==> src/hw/rtl/stdp_pkg.sv <==
// Shared constants for the STDP weight-update block.
package stdp_pkg;

  // Default table depth and time-difference width.
  localparam int unsigned TableEntriesDef = 256;
  localparam int unsigned TimeWidthDef    = 32;

  // Fixed field widths.
  localparam int unsigned EntryW  = 8;
  localparam int unsigned WeightW = 16;
  localparam int unsigned StampW  = 31;
  localparam int unsigned WinW    = 16;

  // Table entries are stored at this many fraction bits.
  localparam int unsigned EntryFrac = 8;

  // Reset values of the clamp and scale registers.
  localparam logic signed [WeightW-1:0] MaxWeightRst = 16'sh7FFF;
  localparam logic signed [WeightW-1:0] MinWeightRst = 16'sh8000;
  localparam logic [3:0]                ScaleRst     = 4'd8;

endpackage

==> src/hw/rtl/stdp_ram.sv <==
// Generic simple dual-port RAM: one write port, one registered read port.
module stdp_ram #(
  parameter int unsigned WIDTH = 8,
  parameter int unsigned DEPTH = 256
) (
  input  logic                     clk_i,
  input  logic                     we_i,
  input  logic [$clog2(DEPTH)-1:0] waddr_i,
  input  logic [WIDTH-1:0]         wdata_i,
  input  logic                     re_i,
  input  logic [$clog2(DEPTH)-1:0] raddr_i,
  output logic [WIDTH-1:0]         rdata_o
);

  logic [WIDTH-1:0] mem_q [DEPTH];
  logic [WIDTH-1:0] rdata_q;

  // Write one word
  always_ff @(posedge clk_i) begin
    if (we_i) begin
      mem_q[waddr_i] <= wdata_i;
    end
  end

  // Register the read word
  always_ff @(posedge clk_i) begin
    if (re_i) begin
      rdata_q <= mem_q[raddr_i];
    end
  end

  assign rdata_o = rdata_q;

endmodule

==> src/hw/rtl/stdp_weight_update.sv <==
// Top level of the STDP weight-update block: pipeline, table RAM and registers.
//
// Usage
//   Requests enter on start/busy: a request is taken at every rising edge with
//   start high and busy low. busy is always low, so a request may be issued in
//   every cycle. opcode 1 writes entry_value into the change table at
//   entry_index and yields no result; opcode 0 computes an updated weight from
//   the spike time stamps and old_weight.
//   Each update request yields one result on new_weight_o, in_window_o and
//   index_clamped_o, marked by valid_o for exactly one cycle once the request
//   has passed the clamp stage. Throughput is one request per cycle; the
//   five register stages (difference, window and index, table read, add,
//   clamp) each take a new request every cycle, with the table RAM read and
//   written at the same stage so results keep request order.
//   Registers are written over the APB port at byte address 4*i, by the user only
//   while no request is in flight (not enforced here); pready is always high.
//   Reset clears the pipeline and loads the register reset values. The change
//   table is not cleared and must be written before its entries are used.
//   The receiver cannot stall: results are shown once and not held.
module stdp_weight_update
  import stdp_pkg::*;
#(
  parameter int unsigned TABLE_ENTRIES = TableEntriesDef,
  parameter int unsigned TIME_WIDTH    = TimeWidthDef
) (
  input  logic                      clk_i,
  input  logic                      rst_ni,
  // request channel
  input  logic                      start,
  output logic                      busy,
  input  logic                      opcode_i,
  input  logic [StampW-1:0]         pre_time_i,
  input  logic [StampW-1:0]         post_time_i,
  input  logic signed [WeightW-1:0] old_weight_i,
  input  logic [EntryW-1:0]         entry_index_i,
  input  logic signed [EntryW-1:0]  entry_value_i,
  // result channel
  output logic                      valid_o,
  output logic signed [WeightW-1:0] new_weight_o,
  output logic                      in_window_o,
  output logic                      index_clamped_o,
  // configuration port
  input  logic                      psel,
  input  logic                      penable,
  input  logic                      pwrite,
  input  logic [4:0]                paddr,
  input  logic [31:0]               pwdata,
  output logic [31:0]               prdata,
  output logic                      pready
);

  localparam int unsigned AW   = $clog2(TABLE_ENTRIES);
  localparam int unsigned CW   = (TIME_WIDTH > 17) ? TIME_WIDTH : 17;
  localparam int unsigned PW   = (AW > EntryW) ? AW : EntryW;
  localparam int unsigned SumW = WeightW + 2;

  localparam logic signed [CW:0] HalfIdx = (CW+1)'(TABLE_ENTRIES / 2);
  localparam logic signed [CW:0] TopIdx  = (CW+1)'(TABLE_ENTRIES - 1);
  localparam logic [PW:0]        DepthP  = (PW+1)'(TABLE_ENTRIES);

  // Register indexes
  localparam logic [2:0] RegLtdWin = 3'd0;
  localparam logic [2:0] RegLtpWin = 3'd1;
  localparam logic [2:0] RegResLog = 3'd2;
  localparam logic [2:0] RegMaxW   = 3'd3;
  localparam logic [2:0] RegMinW   = 3'd4;
  localparam logic [2:0] RegScale  = 3'd5;

  // ---------------------------------------------------------------------
  // Configuration registers
  // ---------------------------------------------------------------------
  logic [WinW-1:0]           ltd_window_q, ltp_window_q;
  logic [3:0]                resolution_log_q, scale_bits_q;
  logic signed [WeightW-1:0] upper_limit_q, lower_limit_q;
  logic                      cfg_wr;
  logic [2:0]                cfg_idx;

  assign pready  = 1'b1;
  assign cfg_wr  = psel & penable & pwrite;
  assign cfg_idx = paddr[4:2];

  // Write the addressed register
  always_ff @(posedge clk_i or negedge rst_ni) begin
    if (!rst_ni) begin
      ltd_window_q     <= '0;
      ltp_window_q     <= '0;
      resolution_log_q <= '0;
      upper_limit_q    <= MaxWeightRst;
      lower_limit_q    <= MinWeightRst;
      scale_bits_q     <= ScaleRst;
    end else if (cfg_wr) begin
      case (cfg_idx)
        RegLtdWin: ltd_window_q     <= pwdata[WinW-1:0];
        RegLtpWin: ltp_window_q     <= pwdata[WinW-1:0];
        RegResLog: resolution_log_q <= pwdata[3:0];
        RegMaxW:   upper_limit_q    <= pwdata[WeightW-1:0];
        RegMinW:   lower_limit_q    <= pwdata[WeightW-1:0];
        RegScale:  scale_bits_q     <= pwdata[3:0];
        default: ;
      endcase
    end
  end

  // Return the addressed register
  always_comb begin
    case (cfg_idx)
      RegLtdWin: prdata = {16'd0, ltd_window_q};
      RegLtpWin: prdata = {16'd0, ltp_window_q};
      RegResLog: prdata = {28'd0, resolution_log_q};
      RegMaxW:   prdata = {{16{upper_limit_q[WeightW-1]}}, upper_limit_q};
      RegMinW:   prdata = {{16{lower_limit_q[WeightW-1]}}, lower_limit_q};
      RegScale:  prdata = {28'd0, scale_bits_q};
      default:   prdata = '0;
    endcase
  end

  assign busy = 1'b0;

  // ---------------------------------------------------------------------
  // Stage 0: time difference
  // ---------------------------------------------------------------------
  logic                        s0_valid_q;
  logic                        s0_op_q;
  logic signed [TIME_WIDTH-1:0] s0_diff_q;
  logic signed [WeightW-1:0]   s0_oldw_q;
  logic [EntryW-1:0]           s0_pos_q;
  logic signed [EntryW-1:0]    s0_val_q;
  logic [StampW:0]             diff_full;

  assign diff_full = {1'b0, post_time_i} - {1'b0, pre_time_i};

  always_ff @(posedge clk_i or negedge rst_ni) begin
    if (!rst_ni) begin
      s0_valid_q <= 1'b0;
    end else begin
      s0_valid_q <= start & ~busy;
    end
  end

  // Capture the request payload
  always_ff @(posedge clk_i) begin
    s0_op_q   <= opcode_i;
    s0_diff_q <= diff_full[TIME_WIDTH-1:0];
    s0_oldw_q <= old_weight_i;
    s0_pos_q  <= entry_index_i;
    s0_val_q  <= entry_value_i;
  end

  // ---------------------------------------------------------------------
  // Stage 1: window check, table index and clamp
  // ---------------------------------------------------------------------
  logic signed [CW:0] d_ext, ltd_ext, ltp_ext, d_shr, idx_full;
  logic               win_d, clamp_d;
  logic [AW-1:0]      addr_d;
  logic [PW:0]        pos_ext;
  logic               wr_ok;

  assign d_ext    = {{(CW+1-TIME_WIDTH){s0_diff_q[TIME_WIDTH-1]}}, s0_diff_q};
  assign ltd_ext  = {{(CW+1-WinW){1'b0}}, ltd_window_q};
  assign ltp_ext  = {{(CW+1-WinW){1'b0}}, ltp_window_q};
  assign d_shr    = d_ext >>> resolution_log_q;
  assign idx_full = d_shr + HalfIdx;
  assign pos_ext  = (PW+1)'(s0_pos_q);
  assign wr_ok    = pos_ext < DepthP;

  // Pick the table address: write position or clamped lookup index
  always_comb begin
    win_d   = (d_ext >= -ltd_ext) && (d_ext <= ltp_ext);
    clamp_d = 1'b0;
    if (s0_op_q) begin
      addr_d = pos_ext[AW-1:0];
    end else if (idx_full < 0) begin
      addr_d  = '0;
      clamp_d = win_d;
    end else if (idx_full > TopIdx) begin
      addr_d  = TopIdx[AW-1:0];
      clamp_d = win_d;
    end else begin
      addr_d = idx_full[AW-1:0];
    end
  end

  logic                      s1_valid_q, s1_we_q;
  logic                      s1_win_q, s1_clamp_q, s1_neg_q;
  logic [AW-1:0]             s1_addr_q;
  logic signed [WeightW-1:0] s1_oldw_q;
  logic signed [EntryW-1:0]  s1_val_q;

  always_ff @(posedge clk_i or negedge rst_ni) begin
    if (!rst_ni) begin
      s1_valid_q <= 1'b0;
      s1_we_q    <= 1'b0;
    end else begin
      s1_valid_q <= s0_valid_q & ~s0_op_q;
      s1_we_q    <= s0_valid_q & s0_op_q & wr_ok;
    end
  end

  always_ff @(posedge clk_i) begin
    s1_win_q   <= win_d;
    s1_clamp_q <= clamp_d;
    s1_neg_q   <= s0_diff_q[TIME_WIDTH-1];
    s1_addr_q  <= addr_d;
    s1_oldw_q  <= s0_oldw_q;
    s1_val_q   <= s0_val_q;
  end

  // ---------------------------------------------------------------------
  // Stage 2: change table access
  // ---------------------------------------------------------------------
  logic [EntryW-1:0] entry_rd;

  stdp_ram #(
    .WIDTH (EntryW),
    .DEPTH (TABLE_ENTRIES)
  ) u_table (
    .clk_i   (clk_i),
    .we_i    (s1_we_q),
    .waddr_i (s1_addr_q),
    .wdata_i (s1_val_q),
    .re_i    (s1_valid_q),
    .raddr_i (s1_addr_q),
    .rdata_o (entry_rd)
  );

  logic                      s2_valid_q, s2_win_q, s2_clamp_q, s2_neg_q;
  logic signed [WeightW-1:0] s2_oldw_q;

  always_ff @(posedge clk_i or negedge rst_ni) begin
    if (!rst_ni) begin
      s2_valid_q <= 1'b0;
    end else begin
      s2_valid_q <= s1_valid_q;
    end
  end

  always_ff @(posedge clk_i) begin
    s2_win_q   <= s1_win_q;
    s2_clamp_q <= s1_clamp_q;
    s2_neg_q   <= s1_neg_q;
    s2_oldw_q  <= s1_oldw_q;
  end

  // ---------------------------------------------------------------------
  // Stage 3: scale the entry and apply it
  // ---------------------------------------------------------------------
  logic [2:0]                scale_sh;
  logic signed [WeightW-1:0] change;
  logic signed [SumW-1:0]    oldw_ext, change_ext, sum_d;

  assign scale_sh   = (scale_bits_q > 4'(EntryFrac)) ?
                      3'(scale_bits_q - 4'(EntryFrac)) : 3'd0;
  assign change     = $signed({{(WeightW-EntryW){entry_rd[EntryW-1]}}, entry_rd})
                      <<< scale_sh;
  assign oldw_ext   = {{(SumW-WeightW){s2_oldw_q[WeightW-1]}}, s2_oldw_q};
  assign change_ext = {{(SumW-WeightW){change[WeightW-1]}}, change};

  // Subtract for depression, add for potentiation, pass through outside
  always_comb begin
    if (!s2_win_q) begin
      sum_d = oldw_ext;
    end else if (s2_neg_q) begin
      sum_d = oldw_ext - change_ext;
    end else begin
      sum_d = oldw_ext + change_ext;
    end
  end

  logic                   s3_valid_q, s3_win_q, s3_clamp_q;
  logic signed [SumW-1:0] s3_sum_q;

  always_ff @(posedge clk_i or negedge rst_ni) begin
    if (!rst_ni) begin
      s3_valid_q <= 1'b0;
    end else begin
      s3_valid_q <= s2_valid_q;
    end
  end

  always_ff @(posedge clk_i) begin
    s3_win_q   <= s2_win_q;
    s3_clamp_q <= s2_clamp_q;
    s3_sum_q   <= sum_d;
  end

  // ---------------------------------------------------------------------
  // Stage 4: clamp to max, then min, and present the result
  // ---------------------------------------------------------------------
  logic signed [SumW-1:0] max_ext, min_ext, upper, lower;

  assign max_ext = {{(SumW-WeightW){upper_limit_q[WeightW-1]}}, upper_limit_q};
  assign min_ext = {{(SumW-WeightW){lower_limit_q[WeightW-1]}}, lower_limit_q};

  always_comb begin
    upper = (s3_win_q && (s3_sum_q > max_ext)) ? max_ext : s3_sum_q;
    lower = (s3_win_q && (upper < min_ext)) ? min_ext : upper;
  end

  logic                      out_valid_q, out_win_q, out_clamp_q;
  logic signed [WeightW-1:0] out_weight_q;

  always_ff @(posedge clk_i or negedge rst_ni) begin
    if (!rst_ni) begin
      out_valid_q <= 1'b0;
    end else begin
      out_valid_q <= s3_valid_q;
    end
  end

  always_ff @(posedge clk_i) begin
    out_win_q    <= s3_win_q;
    out_clamp_q  <= s3_clamp_q;
    out_weight_q <= lower[WeightW-1:0];
  end

  assign valid_o         = out_valid_q;
  assign new_weight_o    = out_weight_q;
  assign in_window_o     = out_win_q;
  assign index_clamped_o = out_clamp_q;

endmodule
==> config.mk <==
export PLATFORM = sky130hd
export DESIGN_NAME = stdp_weight_update
export DESIGN_NICKNAME = d
export VERILOG_FILES = /design/src/hw/rtl/stdp_pkg.sv /design/src/hw/rtl/stdp_ram.sv /design/src/hw/rtl/stdp_weight_update.sv
export SDC_FILE = /design/constraint.sdc
export NUM_CORES = 2
export LEC_CHECK = 0
export BUFFER_PORTS_ARGS = -buffer_cell sky130_fd_sc_hd__clkbuf_2
export CAP_MARGIN = 30
export CORE_ASPECT_RATIO = 1.75
export CORE_UTILIZATION = 33
export DETAILED_ROUTE_END_ITERATION = 12
export PLACE_DENSITY_LB_ADDON = 0.12
export SYNTH_ARGS = -nofsm -noshare
export SYNTH_HDL_FRONTEND = slang
export SYNTH_HIERARCHICAL = 1
export SYNTH_SLANG_ARGS = --single-unit
==> constraint.sdc <==
create_clock -name clk_i -period 8.7 [get_ports clk_i]
set_clock_uncertainty 0.1 [all_clocks]
set_input_delay 2.175 -clock clk_i [delete_from_list [all_inputs] [get_ports clk_i]]
set_output_delay 2.175 -clock clk_i [all_outputs]
set_load 0.005 [all_outputs]
==> flow_summary.ini <==
[clock_tree]
clk_path_buf_depth = 4
clkTransAtPathRegs_ns = 0.06
cts_hold_buf = 0
cts_root_buf = clkbuf_16
post_cts_buffers = 0
cts_tree = built
ctsResizeCount = 0
clkLatencyLatePin_ns = 0.88
cts_buffers = 219
cts.htree.levels = 4
clock_sinks = 2290

[die]
die_area_sq_um = 290000
row_count = 260
dieWidth_um = 407
die_y_um = 711
core_sq_um = 286000
initial_core_util_pct = 33.1
pin_count = 191

[yosys]
yosys-top-cells-area = edfxtp_1 (65%), mux4_2 (12%), dfxtp_1 (3.3%)
postSynthCellCount = 5373
synthMuxAreaShare_pct = 14.5
synth_edf_count = 2056
synth_top_family_by_area = multiplexers
synth_xor_xnor_area_share_pct = 0.647
ys_seq_elements = 2290
yosys_warnings = 6
netlist.area_leader.share_pct = 65.1
syn_area_sq_um = 94800
post_synth_num_cell_types = 100
syn_nets = 5647
avgSynthCellArea_sq_um = 17.6
synth-simple-area-share_pct = 4.52
ys_seq_area_share_pct = 70.5
synth_compound_area_share_pct = 5.54
async_flop_share_pct = 3.41
synth_ff_type = edfxtp_1
synthAdderAreaFrac_pct = 1.81
yosysTopAreaCell = edfxtp_1

[final_layout]
syn_to_final_growth_pct = 13.2
drive_gt1_share_pct = 22.6
layout.nets = 5887
layout_commonest_cell = edfxtp_1
final_cell_mix = edfxtp_1 (2056), mux4_2 (488), nor2_1 (377)

[timing]
tns_ns = 0
slew_violations = 0
max_freq_mhz = 151
timing.hold.ws_ns = 0.224
hold_viol_final = 0
rsz0062_at_grt = no
fin_crit_ns = 6.64
slew_headroom_pct = 21.6
worst_pin_slew_ns = 1.18
period_share_pct = 76.3
setup_viol = 0

[drt]
wl_met1_um = 99900
routed_wirelength_um = 287000
drt-initial-drc-count = 3657
highest_layer = met5
wl_met2_um = 166000
viasPerCell = 5.28
post_drt_wl_per_cell_um = 29.9
num_vias = 50638
wl_met3_um = 9210
drt_first_pass_iters = 9
ant_nets = 0
drc = 2

[placement]
dp_hpwl_um = 191000
place.gp.congestion = 0.828
io_buffers = 170

[global_route]
grt_pass1_wl_um = 407000
grt_pass1_vias = 53664
antenna_found_initial = 5
overflow = 0
grt_max_degree = 187
grt_use_total_pct = 19.5

[power_and_ir_drop]
power.leakage_uw = 0.0350
peakVddDrop_uv = 187
pwr_density_cell_nw_per_um2 = 241

[outcome]
status = finished, violations left
violations = design-rule violations

[critical_path]
cpMostUsedCell = clkbuf_2
path_class = input pin to output port
max_stage_delay_ns = 0.53
critPathSlowestCell = nor2b_1
cp_data_arrival_time_ns = 4.37
crit_required_ns = 6.43
worstSetupEndpointType = output port
start_kind = input pin
cp_cell_sequence = clkbuf_2 -> nor2b_1 -> and2_1 -> a32o_1 -> a21o_1 -> clkbuf_2
critPathLaunch = paddr[3]
cp_max_fo = 27
r2r-start = upper_limit_q[12]

[min_path]
hp-start = s0_val_q[7]
hp-class = flop to flop

[job]
cap_violations = 0
power by group:
part / switching (uW) / total, uW / internal (uW)
registers: 328 / 12500 / 12200
clock network: 4220 / 9600 / 5380
logic: 2300 / 3760 / 1450
metal layers:
metal,vias to the layer above,global-route usage (%)
li1,22085,-
met1,27001,20.5
met2,1137,39.0
met3,411,2.09
met4,4,7.46
met5,-,0
cells by family (layout without fill, tap and decap cells):
logic type / Yosys count / after routing
simple gates: 910 / 910
fa+ha+maj: 136 / 136
mux: 751 / 751
flops: 2290 / 2290
buf+inv: 436 / 846
xor+xnor: 70 / 70
other cells: 2 / 11
compound gates: 778 / 778
critical path, delay by kind of cell:
kind / cells / cell delay [ns]
AOI/OAI and AO/OA: 2 / 0.63
buffers and inverters: 2 / 0.55
and+or+nand+nor: 2 / 0.99
final cells by class:
type                            instances  area [sq um]
Fill cell                           26602        179000
Sequential cell                      2290         66900
Multi-Input combinational cell       2647         25800
Clock buffer                          276          5830
Tap cell                             3799          4750
Timing Repair Buffer                  334          2430
Clock inverter                        115          1140
Inverter                              121           454
Antenna cell                            9          22.5
path summary, 6_finish.rpt:
kind / cells after the start / to / slack [ns]
max: 6 / prdata[15] / 2.06
min: 0 / s1_val_q[7] / 0.22
max reg2reg: 20 / new_weight_o[6] / 3.08
min reg2reg: 0 / s1_val_q[7] / 0.22
max in group asynchronous: 2 / lower_limit_q[11] / 6.29
min in group asynchronous: 1 / s2_valid_q / 1.11
flip-flops by register name (all words and copies together) (netlist names), 4 cells and up:
| register | flops |
|---|---|
| s2_oldw_q | 16 |
| ltp_window_q | 16 |
| resolution_log_q | 4 |
| s1_addr_q | 8 |
| new_weight_o | 16 |
| s1_val_q | 8 |
| scale_bits_q | 4 |
| u_table/rdata_o | 8 |
| s3_sum_q | 17 |
| lower_limit_q | 16 |
| ltd_window_q | 16 |
| u_table/mem_q | 2048 |
| s1_oldw_q | 16 |
| s0_val_q | 8 |
| s0_pos_q | 8 |
| s0_oldw_q | 16 |
| s0_diff_q | 32 |
| upper_limit_q | 16 |
cells in the mapped netlist (all sizes together) (78+ instances only):
cell,count
nor2,381
mux2,78
o21ai,129
a21oi,189
ha,134
buf,158
a22oi,143
inv,118
nand2,169
edfxtp,2056
clkbuf,157
dfxtp,156
mux4,491
mux2i,182
metrics by stage:
stage	utilization [%]	setup WS, ns	area, sq um	power (uW)	std cells
final	37.5	2.06	107000	25900	9591
after floorplan	-	2.89	94800	15100	5373
after detailed placement	35.0	2.10	100000	16600	9186
after global placement	34.9	2.13	99900	16500	9141
after global routing	37.5	1.85	107000	26800	9590
after CTS	37.5	2.09	107000	26200	9577
No activity file was read; power rests on OpenSTA's default activity.
